`config.mk`:
```
export PLATFORM = sky130hd
export DESIGN_NAME = sspf_div
export DESIGN_NICKNAME = d
export VERILOG_FILES = /design/src/rtl/sspf_pkg.sv /design/src/rtl/sspf_div.sv
export SDC_FILE = /design/constraint.sdc
export NUM_CORES = 1
export LEC_CHECK = 0
export BUFFER_PORTS_ARGS = -buffer_cell sky130_fd_sc_hd__buf_4
export CAP_MARGIN = 15
export CORE_ASPECT_RATIO = 0.8
export CORE_MARGIN = 2
export CORE_UTILIZATION = 60
export CTS_CLUSTER_DIAMETER = 150
export CTS_CLUSTER_SIZE = 10
export DETAILED_ROUTE_END_ITERATION = 7
export GPL_ROUTABILITY_DRIVEN = 1
export PLACE_DENSITY_LB_ADDON = 0.2
export SYNTH_ARGS = -nofsm -noshare
export SYNTH_HDL_FRONTEND = slang
export SYNTH_SLANG_ARGS = --single-unit
```
`constraint.sdc`:
```
create_clock -name clk -period 5.85 [get_ports clk]
set_clock_uncertainty 0.05 [all_clocks]
set_input_delay 0.2925 -clock clk [delete_from_list [all_inputs] [get_ports clk]]
set_output_delay 0.2925 -clock clk [all_outputs]
set_load 0.05 [all_outputs]
```
`src/rtl/sspf_pkg.sv`:
```
// Shared types and constants of the sprite sheet pixel fetch block.
// Used by the divider and the top level; depends on nothing.
package sspf_pkg;

    // Item kinds on the request channel
    typedef enum logic
    {
        OP_WRITE = 1'b0,
        OP_FETCH = 1'b1
    } op_t;

    // Configuration register indexes
    typedef enum logic [1:0]
    {
        REG_PIXEL_BITS_LOG2 = 2'd0,
        REG_TILE_WIDTH      = 2'd1,
        REG_TILE_HEIGHT     = 2'd2,
        REG_SHEET_COLUMNS   = 2'd3
    } cfg_reg_t;

    typedef struct packed
    {
        op_t         opcode;
        logic [11:0] store_address;
        logic [7:0]  store_byte;
        logic [15:0] tile_index;
        logic [15:0] pos_x;
        logic [15:0] pos_y;
        logic        mirror_x;
        logic        mirror_y;
    } req_t;

    typedef struct packed
    {
        logic [7:0] pixel_value;
        logic       address_overflow;
    } rsp_t;

    // Pipelined divider geometry: two quotient bits per stage
    localparam int DIVIDEND_W = 16;
    localparam int DIVISOR_W  = 8;
    localparam int DIV_STAGES = DIVIDEND_W / 2;

endpackage

```
`src/rtl/sspf_div.sv`:
```
// Pipelined restoring divider, 16-bit dividend by 8-bit nonzero divisor.
// Depends on sspf_pkg for widths and stage count.
module sspf_div (
    input  logic                                clk,
    input  logic                                en,
    input  logic [sspf_pkg::DIVIDEND_W-1:0]     dividend,
    input  logic [sspf_pkg::DIVISOR_W-1:0]      divisor,
    output logic [sspf_pkg::DIVIDEND_W-1:0]     quotient,
    output logic [sspf_pkg::DIVISOR_W-1:0]      remainder
);

    localparam int NW = sspf_pkg::DIVIDEND_W;
    localparam int MW = sspf_pkg::DIVISOR_W;
    localparam int NS = sspf_pkg::DIV_STAGES;

    // One restoring step: shift in the next dividend bit, subtract if it fits
    function automatic logic [MW+NW-1:0] div_step(
        input logic [MW-1:0] r,
        input logic [NW-1:0] q,
        input logic [MW-1:0] d
    );
        logic [MW:0]   t;
        logic [MW-1:0] rn;
        logic          qb;
        t = {r, q[NW-1]};
        if (t >= {1'b0, d})
        begin
            rn = MW'(t - {1'b0, d});
            qb = 1'b1;
        end
        else
        begin
            rn = t[MW-1:0];
            qb = 1'b0;
        end
        return {rn, q[NW-2:0], qb};
    endfunction

    for (genvar s = 0; s < NS; s++)
    begin : g_stage
        logic [NW-1:0] q_in;
        logic [NW-1:0] q_mid;
        logic [NW-1:0] q_next;
        logic [MW-1:0] r_in;
        logic [MW-1:0] r_mid;
        logic [MW-1:0] r_next;
        logic [NW-1:0] q_reg;
        logic [MW-1:0] r_reg;

        if (s == 0)
        begin : g_first
            assign q_in = dividend;
            assign r_in = '0;
        end
        else
        begin : g_rest
            assign q_in = g_stage[s-1].q_reg;
            assign r_in = g_stage[s-1].r_reg;
        end

        assign {r_mid, q_mid}   = div_step(r_in, q_in, divisor);
        assign {r_next, q_next} = div_step(r_mid, q_mid, divisor);

        always_ff @(posedge clk)
        begin
            if (en)
            begin
                q_reg <= q_next;
                r_reg <= r_next;
            end
        end
    end

    assign quotient  = g_stage[NS-1].q_reg;
    assign remainder = g_stage[NS-1].r_reg;

endmodule

```
* After elaboration in Yosys (flattened, before gate mapping)
Index checks and enable logic that the tools add are counted.
** Word-level totals
- Output and inout port bits :: 24
- Logic and storage cells :: 80
- Flip-flop bits (word level) :: 192
- Input bits :: 26
** Operators by class
- Add/sub/neg operators :: 16
- Magnitude comparators :: 16
- Muxes and demuxes :: 32
** Operators by type and width (count)
- 9-bit by 8-bit greater-or-equal comparator with 1-bit output :: 15
- 8-bit two-way mux :: 16
- 8-bit subtractor :: 15
- 1-bit two-way mux :: 16
- 1-bit by 8-bit greater-or-equal comparator with 1-bit output :: 1
- 1-bit by 8-bit subtractor with 8-bit output :: 1

* Longest topological paths before layout
Gate-level depths: netlist of run 1.
- Depth after elaboration :: 4
- Gate-level depth with buffers :: 18
- Mapped depth without buffers :: 16

* Worst setup path before layout of run 1
No wires, ideal clock.
- Kind :: input -> register
- Start point :: input port divisor[1] in the netlist's numbering
- End point :: register g_stage[4].r_reg[1], data pin
- Stages on the path :: 18
- Path slack :: 811 ps
- Arrival time :: 4728 ps
- Required time :: 5540 ps
- Buffers on the path :: 2
- Setup time :: 260 ps
- Path through :: inv_1 ha_1 nor2b_1 o21ai_1 nand4_1 a311oi_2 buf_2 nand2_1 o21ai_0 ha_1 nor2b_1 o31ai_1 a21oi_1 o21a_1 o21ai_0 and3_1 buf_6 mux2_4
** On the way
- Longest elaborated chain between the ends :: 4
- Elaborated cells between the ends (all ways) :: 6
- Classes of those cells :: 2 x add/sub; 2 x order compare; 2 x mux
** RTL lines
- start, declared :: RTL line sspf_div.sv:7 : input logic [sspf_pkg::DIVISOR_W-1:0] divisor,
- 9-bit by 8-bit greater-or-equal comparator with 1-bit output / 8-bit subtractor (equally long branches) :: RTL line sspf_div.sv:26, sspf_div.sv:28
- 8-bit two-way mux :: RTL line sspf_div.sv:26 : if (t >= {1'b0, d})
- 8-bit subtractor / 9-bit by 8-bit greater-or-equal comparator with 1-bit output (equally long branches) :: RTL line sspf_div.sv:28, sspf_div.sv:26
- 8-bit two-way mux * :: RTL line sspf_div.sv:26
- via g_stage[4].r_next[1] :: RTL line sspf_div.sv:46 : logic [MW-1:0] r_next;
- end signal, assigned :: RTL line sspf_div.sv:69 : r_reg <= r_next;
- end, declared :: RTL line sspf_div.sv:48 : logic [MW-1:0] r_reg;
Mark *: on every way through the listed nets, which the timed path passes. The rest lies on a longest branch.
A chain may end at the register's enable or synchronous reset.

* Worst setup path after layout of run 1
- Start point :: input port divisor[1] in the netlist's numbering
- End point :: register g_stage[7].r_reg[6], in the netlist remainder[6], data pin
** On the way
- Longest elaborated chain between the ends :: 4
- Elaborated cells between the ends (all ways) :: 6
- Classes of those cells :: 2 x add/sub; 2 x order compare; 2 x mux
** RTL lines (RTL line)
- 8-bit subtractor / 9-bit by 8-bit greater-or-equal comparator with 1-bit output (equally long branches) :: sspf_div.sv:28, sspf_div.sv:26
- 8-bit two-way mux :: sspf_div.sv:26
- 8-bit subtractor / 9-bit by 8-bit greater-or-equal comparator with 1-bit output (equally long branches) :: sspf_div.sv:28, sspf_div.sv:26
- 8-bit two-way mux * :: sspf_div.sv:26
- via g_stage[7].r_next[6] :: sspf_div.sv:46
- end signal, assigned :: sspf_div.sv:69
- end, declared :: sspf_div.sv:48
Marked as above.

==> key figures, run 1 <==
Status
  – Status: complete, no violations

Setup path
  – WS Path Type: in2reg
  – FF-to-FF path depth: 13
  – FF-to-FF End: remainder[6]
  – Critical R2R Launch: g_stage[6].r_reg[1]
  – Worst setup EP type: flip-flop
  – Crit path launch type: input pin
  – WP data required: 5.98 ns
  – Arrival @ worst endpoint: 4.81 ns
  – Reg2reg setup slack: 1.26 ns
  – Worst Path Max Fanout: 12

Synth
  – EDFF count, synth: 192
  – Asr flop ratio synth: 0%
  – Post-Syn Area per Cell: 11.6 um2
  – Synth Net Count: 1,204
  – Synth area leader: edfxtp_1
  – Cells after Synth: 1,041
  – Main flop type after synthesis: edfxtp_1
  – Synth Warn #: 0
  – Post-synth top area share: 47.8%
  – Ranking of synthesized cells by area: edfxtp_1 (48%), ha_1 (13%), mux2_2 (3.2%)
  – Register area share after synthesis: 47.8%
  – Synthesized area: 0.0121 mm2
  – Yosys reg bits: 192
  – Synth cell types: 55

Global route
  – Pin count of the biggest net entering global routing: 127
  – Via count of the first global-routing pass: 7,949
  – Initial antenna violation count: 0
  – Gr usage total: 23.7%
  – GR Overflow Total: 0
  – First-pass GRT wire length: 39.5 mm

CTS
  – Clk pin slew, worst setup/hold paths: 0.08 ns
  – Post-cts gate resize count: 0
  – CTS sink cnt: 192
  – Number of buffers created by CTS: 17
  – Worst skew pair latency: 0.43 ns
  – Clk buf depth: 2
  – TritonCTS clock tree: done
  – CTS root buf: clkbuf_16
  – Htree depth: 4

Floorplanning
  – Die ar.: 0.0213 mm2
  – # rows: 46
  – Core Region: 0.0198 mm2
  – Starting density of the core: 61.0%
  – Num ports: 50
  – Die W: 163 um
  – Die height: 131 um

Final layout
  – Final instance area: 0.0136 mm2
  – Antenna cells: 0
  – Fin nets: 1,291
  – Final core utilization: 68.7%
  – Layout cell share with drive strength beyond 1: 13.6%
  – Largest register FFs: 112
  – Area grow syn2layout: 12.7%

Pwr
  – Switching Share: 39.6%
  – Gate power share: 58.6%
  – Static Leak: 5.52 nW
  – Psw: 3.36 mW
  – Power per cell area: 624 mW/mm2
  – Peak supply drop: 422 uV
  – Sequential Power Share: 26.8%
  – Int Pwr: 5.12 mW
  – Part of the power in the clock network: 14.5%

STA
  – Final Cycle Share: 80.0%
  – Setup violators final: 0
  – Min cycle time layout: 4.68 ns
  – Final hold vios: 0
  – FMAX: 214 MHz
  – Hold_ws: 0.200 ns
  – Setup TNS: 0 ns
  – Tightest Pin Transition: 1.02 ns
  – Final worst slack: 1.17 ns
  – RSZ-0062 raised after global routing: no
  – Max-slew violation count: 0
  – Rel. slew slack: 31.7%

Placement
  – Port bufs: 49
  – Setup slack at placement: 0.770 ns
  – HPWL Detailed: 16.8 mm
  – Final GP Congestion: 0.881
  – Post-DP Area: 0.0128 mm2

Route
  – Post-route ant nets: 0
  – Vias: 8,116
  – First-pass DRT Iterations: 6
  – DRC Markers: 0
  – Final wirelength: 23.7 mm
  – WL/cell: 16.9 um
  – DR vias/cell: 5.78
  – Initial DRC count: 596

Hold path
  – Worst hold path type: in2reg
  – Hold Crit Endpoint: g_stage[0].r_reg[0]
  – Number of cells on the worst hold path: 3
  – Worst hold path startpoint: dividend[14]

Flow run
  – Max-cap viol count: 0
-- worst max path at each step --
stage	start	endpoint	depth (start not counted)
2_1_floorplan	divisor[1]	g_stage[4].r_reg[1]	18
3_5_place_dp	divisor[1]	remainder[5]	15
4_1_cts	divisor[1]	remainder[6]	15
3_3_place_gp	divisor[1]	g_stage[6].r_reg[2]	19
6_report	divisor[1]	remainder[6]	15
5_1_grt	divisor[1]	remainder[6]	16
-- power by group through the flow --
stage | Clock (mW) | Combinational, mW | Sequential, mW
CTS | 1.26 | 4.96 | 2.28
global placement | 0 | 4.78 | 2.30
floorplan | 0 | 3.82 | 2.40
detailed placement | 0 | 4.88 | 2.30
global route | 1.31 | 5.54 | 2.31
finish | 1.23 | 4.97 | 2.28
-- routing by layer --
| metal | global-route usage, % | routed length [um] | vias to the layer above |
|---|---|---|---|
| met5 | 0 | 0 | - |
| met4 | 6.51 | 444 | 0 |
| met3 | 5.46 | 1340 | 35 |
| met2 | 39.1 | 10900 | 193 |
| met1 | 31.9 | 11000 | 3840 |
| li1 | - | - | 4048 |
-- worst max-delay path: stages --
cell      delay [ns]
buf_4           0.10
clkinv_1        0.43
ha_1            0.53
nand2b_1        0.08
a21oi_1         0.30
a21oi_1         0.17
o21ai_1         0.68
mux2_1          0.41
ha_1            0.36
inv_1           0.05
o21ai_0         0.27
a31oi_1         0.22
a211o_1         0.33
nand4_2         0.22
mux2_2          0.36
-- cell families after synthesis --
group | count (synthesis) | share of synthesized area (%)
fa+ha+maj | 137 | 15.1
buf+inv | 90 | 2.90
compound gates | 237 | 12.7
xor+xnor | 67 | 4.86
mux | 76 | 7.13
flops | 192 | 47.8
simple gates | 242 | 9.53
-- area by class of cell --
| cell class | count | area [um2] |
|---|---|---|
| fillers | 1484 | 6200 |
| multi-input cells | 759 | 5960 |
| flip-flops and latches | 192 | 5770 |
| repair buffers | 78 | 627 |
| clock buffers | 17 | 425 |
| well taps | 264 | 330 |
| inverters | 80 | 300 |
| clock inverters | 15 | 195 |
-- what timing repair did --
action / 4_1_cts / 5_1_grt
endpoints found under the hold margin: 14 / 0
endpoints found under the setup margin: 0 / 0
setup buffers: 0 / 0
hold buffers: 14 / 0
-- cell usage after synthesis, drive strengths merged (3+ instances only) --
cell    number
nand4       21
nor2        65
nor2b       30
xnor2       41
edfxtp     192
nand2       76
and3         3
a311o        4
a21o        18
o31ai        6
ha         122
o21ai       62
a211oi       9
fa          15
buf          5
mux2        62
o311a        4
a21boi       8
a21oi       68
nand3       11
nor3         9
nor4         4
o211ai      12
o21a        11
mux2i       14
a211o        6
clkbuf       5
inv         80
xor2        26
o21bai       5
a31oi        9
or2          6
nand2b      14
-- layout by cell type, fill, tap and decap left out, drive strengths merged, types with 18 or more instances in the layout --
master,n
nand2,76
xnor2,41
clkbuf,18
xor2,26
buf,63
edfxtp,192
o21ai,62
ha,122
mux2,62
nand4,21
a21oi,68
nor2,65
a21o,18
nor2b,30
inv,87
-- metrics by stage --
step                      total power [mW]  instances
after detailed placement              7.18       1359
after floorplan                       6.23       1041
final                                 8.48       1405
after CTS                             8.49       1405
after global routing                  9.16       1405
after global placement                7.08       1359
Power figures use the tool's default switching activity.
==> run 2, diff against run 1 <==
- clock period: 5.85 -> 4.7 ns (I/O delays scaled with it)
==> run 2 against run 1 <==
- flip-flop and latch count unchanged
- hold slack lost 0.10 ns
- final cell count increased by 1.1%
- via count is 1.8% higher
- combinational power up 28%
- die area unchanged
- sequential share of layout area decreased by 0.26 points
- worst setup slack lost 0.83 ns
- utilization rose by 0.42 points
- critical path type is now reg2reg
- largest cell class unchanged
- largest power group unchanged
==> key figures, run 2 (same netlist as run 1, synthesis figures left out) <==
Final layout
  – Commonest non-fill, non-tap cells in the layout: edfxtp_1 (192), ha_1 (121), inv_1 (79) (was edfxtp_1 (192), ha_1 (122), inv_1 (79))
  – Layout cell share with drive strength beyond 1: 14.9% (was 13.6%)
  – Largest register FFs: 112 (unchanged)
  – # fillers: 1,490 (was 1,484)
  – Fin cells: 1,420 (was 1,405)
  – Fin nets: 1,306 (was 1,291)
  – Commonest non-fill, non-tap cell in the layout: edfxtp_1 (unchanged)
  – Area grow syn2layout: 13.3% (was 12.7%)
  – Antenna cells: 0 (unchanged)

Status
  – Status: complete, no violations (unchanged)

CTS
  – CTS sink cnt: 192 (unchanged)
  – TritonCTS clock tree: done (unchanged)
  – Postcts setup bufs: 0 (unchanged)
  – Worst skew pair latency: 0.44 ns (was 0.43 ns)
  – CTS root buf: clkbuf_16 (unchanged)
  – Htree depth: 4 (unchanged)
  – Clk buf depth: 2 (unchanged)
  – Number of buffers created by CTS: 17 (unchanged)
  – Clk pin slew, worst setup/hold paths: 0.07 ns (was 0.08 ns)

Placement
  – Setup slack at placement: 0.0945 ns (was 0.770 ns)
  – DP Cell Count: 1,374 (was 1,359)
  – Port bufs: 49 (unchanged)
  – Final GP Congestion: 0.914 (was 0.881)
  – HPWL Detailed: 17.5 mm (was 16.8 mm)

Floorplanning
  – Die height: 131 um (unchanged)
  – Die W: 163 um (unchanged)
  – Die ar.: 0.0213 mm2 (unchanged)
  – # rows: 46 (unchanged)
  – Core Region: 0.0198 mm2 (unchanged)
  – Num ports: 50 (unchanged)
  – Starting density of the core: 61.0% (unchanged)

Setup path
  – WS Path Type: reg2reg (was in2reg)
  – WP data required: 4.83 ns (was 5.98 ns)
  – Worst Path Max Fanout: 8 (was 12)
  – Worst setup EP type: flip-flop (unchanged)
  – Crit path launch type: flip-flop (was input pin)
  – Arrival @ worst endpoint: 4.49 ns (was 4.81 ns)

Pwr
  – Power per cell area: 772 mW/mm2 (was 624 mW/mm2)
  – Total power: 10.6 mW (was 8.48 mW)
  – Peak supply drop: 480 uV (was 422 uV)
  – Static Leak: 5.56 nW (was 5.52 nW)

Route
  – WL/cell: 17.2 um (was 16.9 um)
  – DRC Markers: 0 (unchanged)
  – First-pass DRT Iterations: 5 (was 6)
  – Post-route ant nets: 0 (unchanged)
  – DR vias/cell: 5.82 (was 5.78)
  – Final wirelength: 24.4 mm (was 23.7 mm)
  – Vias: 8,266 (was 8,116)
  – Initial DRC count: 545 (was 596)

STA
  – Final hold vios: 0 (unchanged)
  – Setup TNS: 0 ns (unchanged)
  – RSZ-0062 raised after global routing: no (unchanged)
  – Setup violators final: 0 (unchanged)
  – Min cycle time layout: 4.36 ns
  – Rel. slew slack: 33.5% (was 31.7%)
  – Final Cycle Share: 92.8%
  – Hold_ws: 0.0998 ns (was 0.200 ns)
  – Tightest Pin Transition: 0.998 ns (was 1.02 ns)
  – Final worst slack: 0.340 ns (was 1.17 ns)
  – FMAX: 229 MHz
  – Max-slew violation count: 0 (unchanged)

Hold path
  – Worst hold path type: in2reg (unchanged)

Flow run
  – Max-cap viol count: 0 (unchanged)

Global route
  – Via count of the first global-routing pass: 8,122 (was 7,949)
  – Gr usage total: 24.3% (was 23.7%)
  – Initial antenna violation count: 0 (unchanged)
  – GR Overflow Total: 0 (unchanged)
  – First-pass GRT wire length: 40.3 mm (was 39.5 mm)
  – Pin count of the biggest net entering global routing: 129 (was 127)
==> run 2: metrics by stage <==
step,util [%],instance area [um2]
after floorplan,-,12100
after global routing,69.1,13700
after detailed placement,65.6,13000
after CTS,69.0,13700
after global placement,65.6,13000
final,69.1,13700
==> run 2: final cells by class <==
class / count / area (um2) / area share [%]
Clock buffer: 19 / 433 / 3.16
Clock inverter: 13 / 115 / 0.841
Tap cell: 264 / 330 / 2.41
Multi-Input combinational cell: 759 / 5980 / 43.7
Timing Repair Buffer: 93 / 752 / 5.50
Sequential cell: 192 / 5770 / 42.1
Inverter: 80 / 304 / 2.22
==> run 2: timing repair <==
item	CTS	global route
endpoints found under the hold margin	14	0
gates resized for setup	1	5
setup endpoints to repair	6	19
hold buffers	14	0
pin swaps	0	0
==> run 2: report_power, final <==
part	switching [mW]	leakage, nW	internal (mW)
clock network	0.636	0.263	0.731
logic	3.40	3.43	2.96
registers	0.200	1.86	2.64
total	4.24	5.56	6.33
==> run 2: per-layer routing <==
layer / part of all wire (%) / vias to the layer above / track usage, %
li1: - / 4077 / -
met1: 46 / 3938 / 33.5
met2: 47 / 208 / 39.8
met3: 5.2 / 43 / 4.26
met4: 2.0 / 0 / 7.44
met5: 0 / - / 0
==> run 2: path summary, 6_finish.rpt <==
kind,startpoint,endpoint,slack [ns],cells after the start
worst max-delay path,g_stage[3].r_reg[2],g_stage[4].r_reg[5],0.34,15
worst min-delay path,dividend[14],g_stage[0].r_reg[0],0.1,3
worst max register to register,g_stage[3].r_reg[2],g_stage[4].r_reg[5],0.34,15
worst min register to register,g_stage[0].q_reg[6],g_stage[1].q_reg[8],0.36,0
==> run 2: worst max-delay path, stage by stage (launching register included) <==
cell	delay, ns
edfxtp_1	0.45
ha_1	0.37
a21o_1	0.21
a21oi_2	0.17
nand4_1	0.13
a311oi_2	0.39
nand2_1	0.08
o21ai_0	0.22
ha_1	0.34
nor2b_1	0.16
o31ai_2	0.28
a21oi_1	0.15
o21a_1	0.22
o21ai_1	0.25
and3_4	0.34
mux2_4	0.31
==> run 3, diff against run 2 <==
- MAX_ROUTING_LAYER: not set -> met4
==> run 3 against run 2 <==
- clock-buffer cell count is 1 lower
- register-to-register slack got worse by 0.07 ns
- design area about the same
- clock power about the same
- critical path type unchanged
- global-route usage is 0.73 points higher
- wire length rose by 0.60%
- first-iteration DRC count is 29% higher
- via count is 0.93% higher
- die area stayed put
- largest power group unchanged
- power up 0.47%
- combinational power hardly changed
- highest routed layer unchanged
- largest cell class unchanged
==> key figures, run 3 (same netlist as run 1, synthesis figures left out) <==
Setup path
  – CP peak stage delay: 0.41 ns (was 0.45 ns)
  – Worst setup EP type: flip-flop (unchanged)
  – WP data required: 4.83 ns (about the same)
  – Arrival @ worst endpoint: 4.56 ns (was 4.49 ns)
  – Worst Path Buf+Inv: 1 (was 0)
  – CP cell instances: ha_1 > a21o_1 > a21oi_2 > nand4_1 > a311oi_2 > buf_4 > mux2_2 > ha_1 > o21ai_0 > a21oi_1 > o21a_1 > o21ai_0 > and3_4 > mux2_4 (was ha_1 > a21o_1 > a21oi_2 > nand4_1 > a311oi_2 > nand2_1 > o21ai_0 > ha_1 > nor2b_1 > o31ai_2 > a21oi_1 > o21a_1 > o21ai_1 > and3_4 > mux2_4)
  – Crit path max-delay family: compound AO/OA/AOI/OAI gates (unchanged)
  – Worst path slowest cell: edfxtp_1 (unchanged)
  – Crit path launch type: flip-flop (unchanged)
  – Worst Path Max Fanout: 10 (was 8)
  – WS Path Type: reg2reg (unchanged)

Final layout
  – Layout cell share with drive strength beyond 1: 14.7% (was 14.9%)
  – # fillers: 1,445 (was 1,490)
  – Largest register FFs: 112 (unchanged)
  – Commonest non-fill, non-tap cells in the layout: edfxtp_1 (192), ha_1 (121), inv_1 (79) (unchanged)
  – Fin nets: 1,304 (was 1,306)
  – Antenna cells: 0 (unchanged)
  – Commonest non-fill, non-tap cell in the layout: edfxtp_1 (unchanged)
  – Area grow syn2layout: 13.4% (was 13.3%)

Floorplanning
  – # rows: 46 (unchanged)
  – Die W: 163 um (unchanged)
  – Num ports: 50 (unchanged)
  – Starting density of the core: 61.0% (unchanged)
  – Die height: 131 um (unchanged)
  – Die ar.: 0.0213 mm2 (unchanged)
  – Core Region: 0.0198 mm2 (unchanged)

STA
  – Tightest Pin Transition: 0.889 ns (was 0.998 ns)
  – Rel. slew slack: 40.8% (was 33.5%)
  – Final Cycle Share: 94.2% (was 92.8%)
  – Max-slew violation count: 0 (unchanged)
  – Final hold vios: 0 (unchanged)
  – Min cycle time layout: 4.43 ns (was 4.36 ns)
  – Setup violators final: 0 (unchanged)
  – Setup TNS: 0 ns (unchanged)
  – FMAX: 226 MHz (was 229 MHz)
  – Final worst slack: 0.272 ns (was 0.340 ns)
  – Hold_ws: 0.132 ns (was 0.0998 ns)
  – RSZ-0062 raised after global routing: no (unchanged)

CTS
  – Clk pin slew, worst setup/hold paths: 0.07 ns (about the same)
  – CTS root buf: clkbuf_16 (unchanged)
  – Htree depth: 4 (unchanged)
  – Clk buf depth: 2 (unchanged)
  – TritonCTS clock tree: done (unchanged)
  – CTS sink cnt: 192 (unchanged)
  – Postcts setup bufs: 0 (unchanged)
  – Number of buffers created by CTS: 17 (unchanged)
  – Worst skew pair latency: 0.43 ns (was 0.44 ns)

Route
  – First-pass DRT Iterations: 5 (unchanged)
  – DR vias/cell: 5.88 (was 5.82)
  – Post-route ant nets: 0 (unchanged)
  – WL/cell: 17.3 um (was 17.2 um)
  – Vias: 8,343 (was 8,266)
  – Initial DRC count: 702 (was 545)
  – Final wirelength: 24.6 mm (was 24.4 mm)
  – DRC Markers: 0 (unchanged)

Global route
  – Pin count of the biggest net entering global routing: 113 (was 129)
  – Via count of the first global-routing pass: 8,101 (was 8,122)
  – GR Overflow Total: 0 (unchanged)
  – Initial antenna violation count: 0 (unchanged)
  – Gr usage total: 25.0% (was 24.3%)
  – First-pass GRT wire length: 40.2 mm (was 40.3 mm)

Placement
  – HPWL Detailed: 17.6 mm (was 17.5 mm)
  – Final GP Congestion: 0.919 (was 0.914)
  – Port bufs: 49 (unchanged)
  – Setup slack at placement: 0.0849 ns (was 0.0945 ns)

Pwr
  – Total power: 10.6 mW (about the same)
  – Static Leak: 5.55 nW (was 5.56 nW)
  – Power per cell area: 776 mW/mm2 (was 772 mW/mm2)
  – Peak supply drop: 447 uV (was 480 uV)

Status
  – Status: complete, no violations (unchanged)

Hold path
  – Worst hold path type: in2reg (unchanged)

Flow run
  – Max-cap viol count: 0 (unchanged)
-- run 3: changes by cell type in the layout (fill, tap and decap cells not counted), sizes merged --
| cell | before | now |
|---|---|---|
| buf | 78 | 76 |
| clkbuf | 20 | 19 |
| clkinv | 8 | 4 |
| clkinvlp | 3 | 4 |
| inv | 81 | 85 |
-- run 3: path summary, 6_finish.rpt --
kind	from	end	slack, ns	depth (start not counted)
worst max-delay path	g_stage[3].r_reg[2]	g_stage[4].r_reg[1]	0.27	14
worst min-delay path	dividend[14]	g_stage[0].r_reg[0]	0.13	3
worst max register to register	g_stage[3].r_reg[2]	g_stage[4].r_reg[1]	0.27	14
worst min register to register	g_stage[6].q_reg[7]	quotient[9]	0.37	0
-- run 3: layout make-up --
type	instances	area (um2)	share of cell area, %
clock inverters	14	129	0.942
flip-flops and latches	192	5770	42.1
inverters	80	304	2.22
well taps	264	330	2.41
clock buffers	18	429	3.14
multi-input cells	759	5980	43.7
repair buffers	91	749	5.48
-- run 3: tightest hold or removal path, cell delays in order --
cell and delay (ns):
buf_4 0.08, inv_1 0.04, mux2i_1 0.13
-- run 3: metrics by stage --
stage               instances  area (um2)  util [%]
global route             1418       13700      69.1
CTS                      1418       13700      69.1
detailed placement       1372       13000      65.5
floorplan                1041       12100         -
global placement         1372       13000      65.5
finish                   1418       13700      69.1
-- run 3: repair_timing --
item                                    CTS  global route
endpoints found under the setup margin    0             8
hold buffers                             14             0
endpoints found under the hold margin    14             0
resized for setup                         0             3
-- run 3: routing by layer --
metal	track usage [%]	share of wire, %	vias to the layer above
li1	-	-	4070
met1	33.5	46	3967
met2	39.0	46	263
met3	5.21	5.9	43
met4	7.50	2.2	0
met5	-	0	-
-- run 3: report_power, final --
part / switching (mW) / internal (mW)
logic: 3.44 / 2.95
clock network: 0.659 / 0.739
registers: 0.196 / 2.64
